--- config.mk ---
export PLATFORM = sky130hd
export DESIGN_NAME = lz_backref_decompressor
export DESIGN_NICKNAME = d
export VERILOG_FILES = /design/src/design/lzbr_pkg.sv /design/src/design/lzbr_datapath.sv /design/src/design/lzbr_ctrl.sv /design/src/design/lz_backref_decompressor.sv
export SDC_FILE = /design/constraint.sdc
export NUM_CORES = 2
export LEC_CHECK = 0
export BUFFER_PORTS_ARGS = -buffer_cell sky130_fd_sc_hd__buf_4
export CELL_PAD_IN_SITES_DETAIL_PLACEMENT = 1
export CELL_PAD_IN_SITES_GLOBAL_PLACEMENT = 2
export CORE_AREA = 2 2 409 513
export CTS_CLUSTER_SIZE = 12
export DETAILED_ROUTE_END_ITERATION = 6
export DIE_AREA = 0 0 411 515
export PLACE_DENSITY_LB_ADDON = 0.1
export SETUP_SLACK_MARGIN = 0.02
export SYNTH_ARGS = -nofsm -noshare
export SYNTH_HDL_FRONTEND = slang
export SYNTH_HIERARCHICAL = 1
export SYNTH_SLANG_ARGS = --single-unit
--- constraint.sdc ---
create_clock -name clk -period 6 [get_ports clk]
set_clock_uncertainty 0.05 [all_clocks]
set_input_delay 0.6 -clock clk [delete_from_list [all_inputs] [get_ports clk]]
set_output_delay 0.6 -clock clk [all_outputs]
set_load 0.005 [all_outputs]
--- src/design/lzbr_pkg.sv ---
// ----------------------------------------------------------------------------
// lzbr_pkg
// Shared types and constants of the back-reference decompressor.
// ----------------------------------------------------------------------------
package lzbr_pkg;

  localparam int HistDepth = 256;
  localparam int HistAw    = $clog2(HistDepth);

  // beat status codes
  localparam logic [1:0] ST_OK            = 2'd0;
  localparam logic [1:0] ST_BAD_OFFSET    = 2'd1;
  localparam logic [1:0] ST_TRUNCATED     = 2'd2;
  localparam logic [1:0] ST_SIZE_MISMATCH = 2'd3;

  // beat data sources
  localparam logic [1:0] BEAT_EMPTY = 2'd0;
  localparam logic [1:0] BEAT_LIT   = 2'd1;
  localparam logic [1:0] BEAT_COPY  = 2'd2;

  typedef struct packed {
    logic [7:0] packed_byte;
    logic       last_byte;
  } in_item_t;

  typedef struct packed {
    logic [7:0] data_first;
    logic [7:0] data_second;
    logic [1:0] byte_count;
    logic [1:0] status;
    logic       stream_end;
    logic       run_last;
  } out_item_t;

  typedef struct packed {
    logic       ld_size_lo;
    logic       ld_size_hi;
    logic       ld_lit;
    logic       ld_copy;
    logic       ld_off;
    logic       put_lit;
    logic       rd_hist;
    logic       put_copy;
    logic       new_stream;
    logic       emit;
    logic [1:0] beat_sel;
    logic [1:0] status;
    logic       stream_end;
    logic       run_last;
  } cmd_t;

  typedef struct packed {
    logic out_free;
    logic in_last;
    logic in_copy;
    logic in_zero;
    logic lit_done;
    logic size_ok;
    logic size_ok_inc;
    logic size_ok_hi;
    logic off_bad;
    logic copy_zero;
    logic copy_last;
    logic pend_full;
  } stat_t;

endpackage

--- src/design/lzbr_datapath.sv ---
// ----------------------------------------------------------------------------
// lzbr_datapath
// Stream counters, history memory, byte pairing and the output register.
// ----------------------------------------------------------------------------
module lzbr_datapath (
  input  logic                clk,
  input  logic                rst,
  input  lzbr_pkg::in_item_t  item,
  input  lzbr_pkg::cmd_t      cmd,
  output lzbr_pkg::stat_t     stat,
  output logic                out_valid,
  input  logic                out_ready,
  output lzbr_pkg::out_item_t out_item
);

  logic [7:0]                  mem [lzbr_pkg::HistDepth];
  logic [15:0]                 expected_size;
  logic [6:0]                  literal_left;
  logic [6:0]                  copy_left;
  logic [15:0]                 produced_count;
  logic [7:0]                  produced_sat;
  logic [lzbr_pkg::HistAw-1:0] hist_ptr;
  logic [7:0]                  offset;
  logic [7:0]                  pend_byte;
  logic                        pend_full;
  logic [7:0]                  rd_data;

  logic [7:0]                  b;
  logic                        wr_en;
  logic [7:0]                  wr_byte;
  logic [lzbr_pkg::HistAw-1:0] rd_addr;
  lzbr_pkg::out_item_t         beat;

  assign b       = item.packed_byte;
  assign wr_en   = cmd.put_lit | cmd.put_copy;
  assign wr_byte = cmd.put_lit ? b : rd_data;
  assign rd_addr = hist_ptr - lzbr_pkg::HistAw'(offset);

  assign stat.out_free    = !out_valid || out_ready;
  assign stat.in_last     = item.last_byte;
  assign stat.in_copy     = b[7];
  assign stat.in_zero     = (b == 8'd0);
  assign stat.lit_done    = (literal_left == 7'd1);
  assign stat.size_ok     = (expected_size == produced_count);
  assign stat.size_ok_inc = (expected_size == produced_count + 16'd1);
  assign stat.size_ok_hi  = ({b, expected_size[7:0]} == produced_count);
  assign stat.off_bad     = (b == 8'd0) || (b > produced_sat);
  assign stat.copy_zero   = (copy_left == 7'd0);
  assign stat.copy_last   = (copy_left == 7'd1);
  assign stat.pend_full   = pend_full;

  always_comb begin
    beat             = '0;
    beat.status      = cmd.status;
    beat.stream_end  = cmd.stream_end;
    beat.run_last    = cmd.run_last;
    case (cmd.beat_sel)
      lzbr_pkg::BEAT_LIT: begin
        beat.data_first = b;
        beat.byte_count = 2'd1;
      end
      lzbr_pkg::BEAT_COPY: begin
        if (pend_full) begin
          beat.data_first  = pend_byte;
          beat.data_second = rd_data;
          beat.byte_count  = 2'd2;
        end else begin
          beat.data_first  = rd_data;
          beat.byte_count  = 2'd1;
        end
      end
      default: beat.byte_count = 2'd0;
    endcase
  end

  always_ff @(posedge clk) begin
    if (rst) begin
      expected_size  <= '0;
      literal_left   <= '0;
      copy_left      <= '0;
      produced_count <= '0;
      produced_sat   <= '0;
      hist_ptr       <= '0;
      offset         <= '0;
      pend_full      <= 1'b0;
      out_valid      <= 1'b0;
    end else begin
      if (cmd.ld_off) offset <= b;
      if (cmd.new_stream) begin
        expected_size  <= '0;
        literal_left   <= '0;
        copy_left      <= '0;
        produced_count <= '0;
        produced_sat   <= '0;
        hist_ptr       <= '0;
        pend_full      <= 1'b0;
      end else begin
        if (cmd.ld_size_lo) expected_size[7:0]  <= b;
        if (cmd.ld_size_hi) expected_size[15:8] <= b;
        if (cmd.ld_lit) literal_left <= b[6:0];
        else if (cmd.put_lit) literal_left <= literal_left - 7'd1;
        if (cmd.ld_copy) copy_left <= b[6:0];
        else if (cmd.put_copy) copy_left <= copy_left - 7'd1;
        if (wr_en) begin
          produced_count <= produced_count + 16'd1;
          hist_ptr       <= hist_ptr + 1'b1;
          if (produced_sat != 8'hff) produced_sat <= produced_sat + 8'd1;
        end
        if (cmd.put_copy) pend_full <= !cmd.emit;
      end
      if (cmd.emit) begin
        out_valid <= 1'b1;
      end else if (out_ready) begin
        out_valid <= 1'b0;
      end
    end
  end

  always_ff @(posedge clk) begin
    if (wr_en) mem[hist_ptr] <= wr_byte;
    if (cmd.rd_hist) rd_data <= mem[rd_addr];
    if (cmd.put_copy && !cmd.emit) pend_byte <= rd_data;
    if (cmd.emit) out_item <= beat;
  end

endmodule

--- src/design/lzbr_ctrl.sv ---
// ----------------------------------------------------------------------------
// lzbr_ctrl
// Stream parser and copy sequencer of the back-reference decompressor.
// ----------------------------------------------------------------------------
module lzbr_ctrl (
  input  logic            clk,
  input  logic            rst,
  input  logic            in_valid,
  output logic            in_ready,
  input  lzbr_pkg::stat_t stat,
  output lzbr_pkg::cmd_t  cmd
);

  localparam logic [2:0] S_SIZE_LO = 3'd0;
  localparam logic [2:0] S_SIZE_HI = 3'd1;
  localparam logic [2:0] S_CONTROL = 3'd2;
  localparam logic [2:0] S_LITERAL = 3'd3;
  localparam logic [2:0] S_OFFSET  = 3'd4;
  localparam logic [2:0] S_DRAIN   = 3'd5;
  localparam logic [2:0] S_COPY_RD = 3'd6;
  localparam logic [2:0] S_COPY_WR = 3'd7;

  logic [2:0] state;
  logic [2:0] state_next;
  logic       last_q;
  logic       last_next;
  logic       accept;
  logic       need_emit;

  always_comb begin
    in_ready = stat.out_free &&
               (state inside {S_SIZE_LO, S_SIZE_HI, S_CONTROL, S_LITERAL, S_OFFSET, S_DRAIN});
  end

  assign accept    = in_valid && in_ready;
  assign need_emit = stat.pend_full || stat.copy_last;

  always_comb begin
    cmd        = '0;
    state_next = state;
    last_next  = last_q;
    case (state)
      S_SIZE_LO: begin
        if (accept) begin
          cmd.ld_size_lo = 1'b1;
          state_next     = S_SIZE_HI;
          if (stat.in_last) begin
            cmd.emit       = 1'b1;
            cmd.status     = lzbr_pkg::ST_TRUNCATED;
            cmd.stream_end = 1'b1;
            cmd.run_last   = 1'b1;
            cmd.new_stream = 1'b1;
            state_next     = S_SIZE_LO;
          end
        end
      end
      S_SIZE_HI: begin
        if (accept) begin
          cmd.ld_size_hi = 1'b1;
          state_next     = S_CONTROL;
          if (stat.in_last) begin
            cmd.emit       = 1'b1;
            cmd.status     = stat.size_ok_hi ? lzbr_pkg::ST_OK : lzbr_pkg::ST_SIZE_MISMATCH;
            cmd.stream_end = 1'b1;
            cmd.run_last   = 1'b1;
            cmd.new_stream = 1'b1;
            state_next     = S_SIZE_LO;
          end
        end
      end
      S_CONTROL: begin
        if (accept) begin
          if (stat.in_copy) begin
            cmd.ld_copy = 1'b1;
            state_next  = S_OFFSET;
          end else begin
            cmd.ld_lit = 1'b1;
            state_next = stat.in_zero ? S_CONTROL : S_LITERAL;
          end
          if (stat.in_last) begin
            cmd.emit       = 1'b1;
            cmd.stream_end = 1'b1;
            cmd.run_last   = 1'b1;
            cmd.new_stream = 1'b1;
            state_next     = S_SIZE_LO;
            if (!stat.in_copy && stat.in_zero) begin
              cmd.status = stat.size_ok ? lzbr_pkg::ST_OK : lzbr_pkg::ST_SIZE_MISMATCH;
            end else begin
              cmd.status = lzbr_pkg::ST_TRUNCATED;
            end
          end
        end
      end
      S_LITERAL: begin
        if (accept) begin
          cmd.put_lit  = 1'b1;
          cmd.emit     = 1'b1;
          cmd.beat_sel = lzbr_pkg::BEAT_LIT;
          cmd.run_last = 1'b1;
          state_next   = stat.lit_done ? S_CONTROL : S_LITERAL;
          if (stat.in_last) begin
            cmd.stream_end = 1'b1;
            cmd.new_stream = 1'b1;
            state_next     = S_SIZE_LO;
            if (stat.lit_done) begin
              cmd.status = stat.size_ok_inc ? lzbr_pkg::ST_OK : lzbr_pkg::ST_SIZE_MISMATCH;
            end else begin
              cmd.status = lzbr_pkg::ST_TRUNCATED;
            end
          end
        end
      end
      S_OFFSET: begin
        if (accept) begin
          if (stat.off_bad) begin
            cmd.emit       = 1'b1;
            cmd.status     = lzbr_pkg::ST_BAD_OFFSET;
            cmd.stream_end = 1'b1;
            cmd.run_last   = 1'b1;
            if (stat.in_last) begin
              cmd.new_stream = 1'b1;
              state_next     = S_SIZE_LO;
            end else begin
              state_next = S_DRAIN;
            end
          end else begin
            cmd.ld_off = 1'b1;
            last_next  = stat.in_last;
            if (!stat.copy_zero) begin
              state_next = S_COPY_RD;
            end else if (stat.in_last) begin
              cmd.emit       = 1'b1;
              cmd.status     = stat.size_ok ? lzbr_pkg::ST_OK : lzbr_pkg::ST_SIZE_MISMATCH;
              cmd.stream_end = 1'b1;
              cmd.run_last   = 1'b1;
              cmd.new_stream = 1'b1;
              state_next     = S_SIZE_LO;
            end else begin
              state_next = S_CONTROL;
            end
          end
        end
      end
      S_DRAIN: begin
        // input after an error is dropped up to the end of the stream
        if (accept && stat.in_last) begin
          cmd.new_stream = 1'b1;
          state_next     = S_SIZE_LO;
        end
      end
      S_COPY_RD: begin
        cmd.rd_hist = 1'b1;
        state_next  = S_COPY_WR;
      end
      S_COPY_WR: begin
        if (!need_emit || stat.out_free) begin
          cmd.put_copy = 1'b1;
          state_next   = S_COPY_RD;
          if (need_emit) begin
            cmd.emit     = 1'b1;
            cmd.beat_sel = lzbr_pkg::BEAT_COPY;
            cmd.run_last = stat.copy_last;
          end
          if (stat.copy_last) begin
            state_next = S_CONTROL;
            if (last_q) begin
              cmd.status     = stat.size_ok_inc ? lzbr_pkg::ST_OK : lzbr_pkg::ST_SIZE_MISMATCH;
              cmd.stream_end = 1'b1;
              cmd.new_stream = 1'b1;
              state_next     = S_SIZE_LO;
            end
          end
        end
      end
      default: state_next = S_SIZE_LO;
    endcase
  end

  always_ff @(posedge clk) begin
    if (rst) begin
      state  <= S_SIZE_LO;
      last_q <= 1'b0;
    end else begin
      state  <= state_next;
      last_q <= last_next;
    end
  end

endmodule

--- src/design/lz_backref_decompressor.sv ---
// ----------------------------------------------------------------------------
// lz_backref_decompressor
// Unpacks a stream of literal runs and back-references into data beats.
// ----------------------------------------------------------------------------
// Input channel (packed_valid/packed_ready/packed_item): one packed byte per
// beat, last_byte marks the end of a stream. Stream layout: two size bytes (low
// first), then commands: a control below 0x80 followed by that many literals,
// or 0x80+n followed by an offset byte that copies n bytes from the history.
// Output channel (unpacked_valid/unpacked_ready/unpacked): beats of up to two
// bytes; the final beat of a stream has stream_end set and carries the status.
// Throughput: size, control, offset and literal bytes are taken one per cycle
// while no copy runs and the output register is free; a beat appears in the
// output register the cycle after the byte is taken. A copy holds the input
// until its last byte is written, plus stalls: the history is a single
// memory with a registered read, so each copied byte is read, then written.
// A stalled receiver holds the output register; input is taken only when the
// output register is free or being emptied in the same cycle.
// Reset returns the parser to the first size byte; the history memory is not
// cleared and needs no clearing pass, so input is taken right after reset.
// ----------------------------------------------------------------------------
module lz_backref_decompressor (
  input  logic                clk,
  input  logic                rst,
  input  logic                packed_valid,
  output logic                packed_ready,
  input  lzbr_pkg::in_item_t  packed_item,
  output logic                unpacked_valid,
  input  logic                unpacked_ready,
  output lzbr_pkg::out_item_t unpacked
);

  lzbr_pkg::cmd_t  cmd;
  lzbr_pkg::stat_t stat;

  lzbr_ctrl u_ctrl (
    .clk      (clk),
    .rst      (rst),
    .in_valid (packed_valid),
    .in_ready (packed_ready),
    .stat     (stat),
    .cmd      (cmd)
  );

  lzbr_datapath u_datapath (
    .clk       (clk),
    .rst       (rst),
    .item      (packed_item),
    .cmd       (cmd),
    .stat      (stat),
    .out_valid (unpacked_valid),
    .out_ready (unpacked_ready),
    .out_item  (unpacked)
  );

  // a nonzero status only ever rides on the final beat of a stream
  assert property (@(posedge clk) disable iff (rst)
    unpacked_valid && (unpacked.status != lzbr_pkg::ST_OK) |-> unpacked.stream_end)
    else $error("status on a beat that does not end the stream");

  assert property (@(posedge clk) disable iff (rst)
    unpacked_valid && unpacked.stream_end |-> unpacked.run_last)
    else $error("stream end without run_last");

  assert property (@(posedge clk) disable iff (rst)
    unpacked_valid |-> (unpacked.byte_count != 2'd3))
    else $error("illegal byte count");

  // a new beat is loaded only into a free output register
  assert property (@(posedge clk) disable iff (rst)
    cmd.emit |-> stat.out_free)
    else $error("beat loaded over a stalled beat");

endmodule
* After elaboration in Yosys (flattened, before gate mapping) *
Memory sizes are Yosys's and may differ from the RTL's. A register that Yosys moved wholly into a read port is not among the register bits.
Cells that the tools add are included.

word-level totals
  register bits after elaboration = 106
  bits in writable memories = 2048
  output and inout bits = 24
  logic and storage cells = 158
  memories kept = 1

cells by class
  $add $sub $neg = 6
  order comparisons = 1
  equality and inequality tests = 22
  multiplexer cells = 81
  bitwise gates (word level) = 2
  reduce and logical (&&, ||, !) cells = 26

memory list
  name            words  bits a word  rd ports  clocked after Yosys merged registers in  wr ports  RTL line             source
  u_datapath.mem  256    8            1         1                                        1         lzbr_datapath.sv:16  logic [7:0] mem [lzbr_pkg::HistDepth];

operator list
  kind                   number
  $mux 3                 18
  $eq 16x16->1           3
  $mux 4                 10
  $mux 2                 15
  $mux 7                 4
  $mux 8                 3
  $pmux 3 s8             1
  $pmux 4 s6             1
  $mux 1                 23
  $add 16x1->16 const B  1
  $add 8x1->8 const B    2
  $pmux 8 s2             1
  $eq 7x1->1 const B     2
  $sub 7x1->7 const B    2
  $eq 3x3->1 const B     4
  $ne 2x1->1 const B     6
  $mux 9                 1
  $gt 8x8->1             1
  $logic_not 8->1        1
  $ne 8x8->1 const B     1
  $pmux 2 s2             2
  $sub 8x8->8            1
  $logic_not 7->1        1
  $reduce_and 7->1       1
  other kinds (19)       33

* Longest topological paths before layout *
  depth in word-level cells = 10
  depth in mapped cells = 18
  depth with buffers taken out = 15

* By module *
Netlist, hierarchy kept.

modules (own cells, without submodules)
  module         times used  cells an instance  area an instance (µm²)  sequential area each (µm²)
  lzbr_datapath  1           4602               85717.2                 64081.5
  lzbr_ctrl      1           103                721.9                   80.1

* Worst setup path before layout *
Ideal clock, no wire load.

  path type = input -> register
  start point = input unpacked_ready
  end point = memory u_datapath.mem[0][0] (data pin)
  library setup time = 0.557 ns
  arrival = 3.606 ns
  required time = 5.393 ns
  setup slack = 1.787 ns
  stages = 5
  path buffers = 1
  cells stage by stage = nand2b_1 > nand2_2 > nor3_1 > buf_1 > mux2_2

RTL lines
  item         RTL line                       source
  from (decl)  lz_backref_decompressor.sv:28  input logic unpacked_ready,
  to (decl)    lzbr_datapath.sv:16

* Final worst setup path *
  start point = register u_datapath/hist_ptr[0] (netlist bit)
  end point = register u_datapath.rd_data[1], read port of u_datapath.mem (data pin)

on the way
  longest elaborated chain between the ends = 1

RTL lines
  item                    RTL line              source
  from (decl)             lzbr_datapath.sv:22   logic [lzbr_pkg::HistAw-1:0] hist_ptr;
  from (signal assigned)  lzbr_datapath.sv:106  hist_ptr <= hist_ptr + 1'b1;
  $sub 8x8->8             lzbr_datapath.sv:37   assign rd_addr = hist_ptr - lzbr_pkg::HistAw'(offset);
  to (decl)               lzbr_datapath.sv:26   logic [7:0] rd_data;

No other way between the ends.
A chain may end at the register's enable or synchronous reset.

==> flow_summary.toml <==
[setup_path]
crit-reg2reg-launch = "u_datapath/hist_ptr[0]"
ff2ff_path_depth = 11
critical_path_class = "register to register"
required_ps = 6680
cp-start-kind = "register"
rr_endpoint = "u_datapath/rd_data[1]"
critPathLaunch = "u_datapath/hist_ptr[0]"
cp-endpoint = "u_datapath/rd_data[1]"
cp_max_fo = 47
cp_data_arrival_time_ps = 5670
worst-r2r-setup-slack_ps = 1000
critical_path.endpoint_type = "register"

[logic_synthesis]
ys_ff_latch = 2162
synthCells = 4705
synth.cell_area_sq_um = 86400
synth_cell_types = 83
syn_avg_cell_area_sq_um = 18.4
yosys_warnings = 6
synth_top_area_share = 0.725
yosys.area.top_type = "edfxtp_1"
synth_edf_count = 2086
synthArstFlopShare = 0
ys.flop_type = "edfxtp_1"
syn-num-nets = 4748
synth_seq_area_share = 0.742
synth.area.top_cells = "edfxtp_1 72%, mux4_2 13%, nand2_1 1.9%"

[power]
peakVddDrop_mv = 0.315
power.density_nw_per_um2 = 305
power.share.sequential = 0.553
p_sw_frac = 0.208
p_leak_uw = 0.0312
combPwrFrac = 0.028
p_clk_frac = 0.419
p_switching_uw = 6150
p_int_uw = 23400

[sta]
tightest_slew_ps = 1460
layout_min_cycle_time_ps = 5000
drv_slew = 0
slew_headroom = 0.0152
fin_crit_sh = 0.833
max_freq_mhz = 200
setup_viol = 0
hold_violations = 0
rsz0062_at_grt = "no"
final.setup.tns_ps = 0

[detailed_routing]
met2_length_microns = 124000
vias = 43900
drc = 0
routed_wl_microns = 243000
wire_per_inst_microns = 31.6
wl_met1_microns = 103000
firstDrtPassIters = 6
wl_met3_microns = 10000
ant_nets = 0
drt_iter0_markers = 3607
routed.top_layer = "met4"
routed_via_density = 5.71

[floorplanning]
die_x_microns = 411
dieArea_sq_um = 212000
ios = 37
row_count = 187
start_util = 0.418
die_h_microns = 515
core_area_sq_um = 207000

[worst_hold_path]
hold_class = "input pin to register"

[cts]
clock_path_buffers = 3
cts.sinks = 2162
clk_latency_ps = 870
cts.clk_slew.worst_paths_ps = 60
htree_levels = 4
cts-root-buf = "clkbuf_16"
cts_buffers = 215
tritoncts = "built"

[grt]
grt_pass1_vias = 46900
grt_pass1_wl_microns = 351000
overflow = 0
antenna_found_initial = 5
grtUsageTotal = 0.232
grt_max_degree = 155

[layout]
nNetsFinal = 4857
area.sequential_sq_um = 64200
multi_input_area_sq_um = 21000
area_growth_pct = 12.0
final_util = 0.468
nFillCells = 19200
layout_commonest_cell = "edfxtp_1"
final_cell_mix = "2086 x edfxtp_1, 507 x mux4_2, 440 x nand2_1"
drive_above_1_share = 0.207

[placed_design]
gp_congestion = 0.805
portBuffers = 36
place_hpwl_microns = 153000

[outcome]
status = "complete, but fails checks"
violations = "capacitance limit"

[flow_run]
max_cap_violations = 1
==> worst min-delay path by stage <==
stage | to | from | depth (start not counted) | slack (ps)
after global placement | u_datapath/produced_sat[7] | u_datapath/produced_sat[7] | 2 | 420
after floorplan | u_datapath/pend_byte[6] | u_datapath/rd_data[6] | 0 | 410
after CTS | u_datapath/copy_left[4] | packed_item[5] | 3 | 9
final | u_datapath/copy_left[5] | packed_item[6] | 3 | 80
after global routing | u_datapath/copy_left[5] | packed_item[6] | 3 | 60
after detailed placement | u_datapath/offset[5] | u_datapath/offset[5] | 2 | 440
==> cell usage after synthesis (18+ instances only) <==
master,instances
clkbuf_1,113
mux2i_1,59
inv_1,27
a21oi_1,71
ha_1,29
nand4_1,18
edfxtp_1,2086
o21ai_0,32
buf_1,23
nand2_1,440
buf_4,38
mux4_2,507
dfxtp_1,76
nand3_1,245
nor3_1,54
and3_1,30
xor2_1,41
xnor2_1,34
buf_2,110
nor2_1,404
==> critical path, stage by stage (launching register included) <==
cell and delay, ps:
dfxtp_1 380, inv_1 160, ha_1 230, fa_4 1130
buf_12 260, buf_12 300, mux4_2 250, nand2_1 90
nand3_1 150, nand2_1 200, o41ai_1 1260, o211a_1 290
==> metal layers <==
metal | track usage | vias to the layer above
met1 | 0.310 | 23800
met5 | 0 | -
met3 | 0.0302 | 285
li1 | - | 18900
met4 | 0.0612 | 0
met2 | 0.400 | 957
==> final cells by class <==
class | count | share of cell area
clock inverter | 72 | 0.00593
timing repair buffer | 186 | 0.0185
sequential | 2162 | 0.663
inverter | 28 | 0.00109
multi-input combinational | 2221 | 0.217
tap | 2740 | 0.0354
clock buffer | 281 | 0.0588
antenna | 2 | 0.0000517
==> stage by stage <==
step	instance area (sq um)	instances	setup slack [ps]	hold slack [ps]	power, uW
floorplan	86400	4705	1790	407	17100
global placement	90400	7332	647	424	17500
detailed placement	90500	7336	968	440	17500
CTS	96800	7690	996	8.87	29900
global route	96800	7691	906	57.8	30400
finish	96800	7692	1000	78.3	29500
==> power by group through the flow <==
stage	Clock, uW	Combinational, uW	Sequential [uW]
after floorplan	0	473	16700
after global placement	0	848	16700
after detailed placement	0	850	16700
after CTS	12700	853	16300
after global routing	13200	893	16300
final	12400	835	16300
==> state kept, by name (all words and copies together) (netlist names) <==
name / flops
u_datapath/rd_data: 8
u_ctrl/last_q: 1
u_datapath/expected_size: 16
u_datapath/offset: 8
u_datapath/hist_ptr: 8
u_ctrl/state: 3
u_datapath/copy_left: 7
u_datapath/out_valid: 1
u_datapath/pend_full: 1
u_datapath/out_item: 22
u_datapath/pend_byte: 8
u_datapath/produced_sat: 8
u_datapath/produced_count: 16
u_datapath/literal_left: 7
u_datapath/mem: 2048
==> cells by family (layout without fill, tap and decap cells) <==
family	count (synthesis)	in the layout	synth area share
DFF	2162	2162	0.742
AOI/OAI and AO/OA	256	256	0.0207
adders and majority gates	30	30	0.00443
other	0	2	0
muxes	582	582	0.141
xor gates and xnor gates	78	78	0.00816
buffers and inverters	322	567	0.0179
and+or+nand+nor	1275	1275	0.0655
==> what timing repair did <==
action                                 CTS  global route
resized for setup                        0             0
hold buffers                             1             0
endpoints found under the hold margin   12             0
buffers inserted                         0             0
Note: power is estimated with default switching activity, not from simulation.
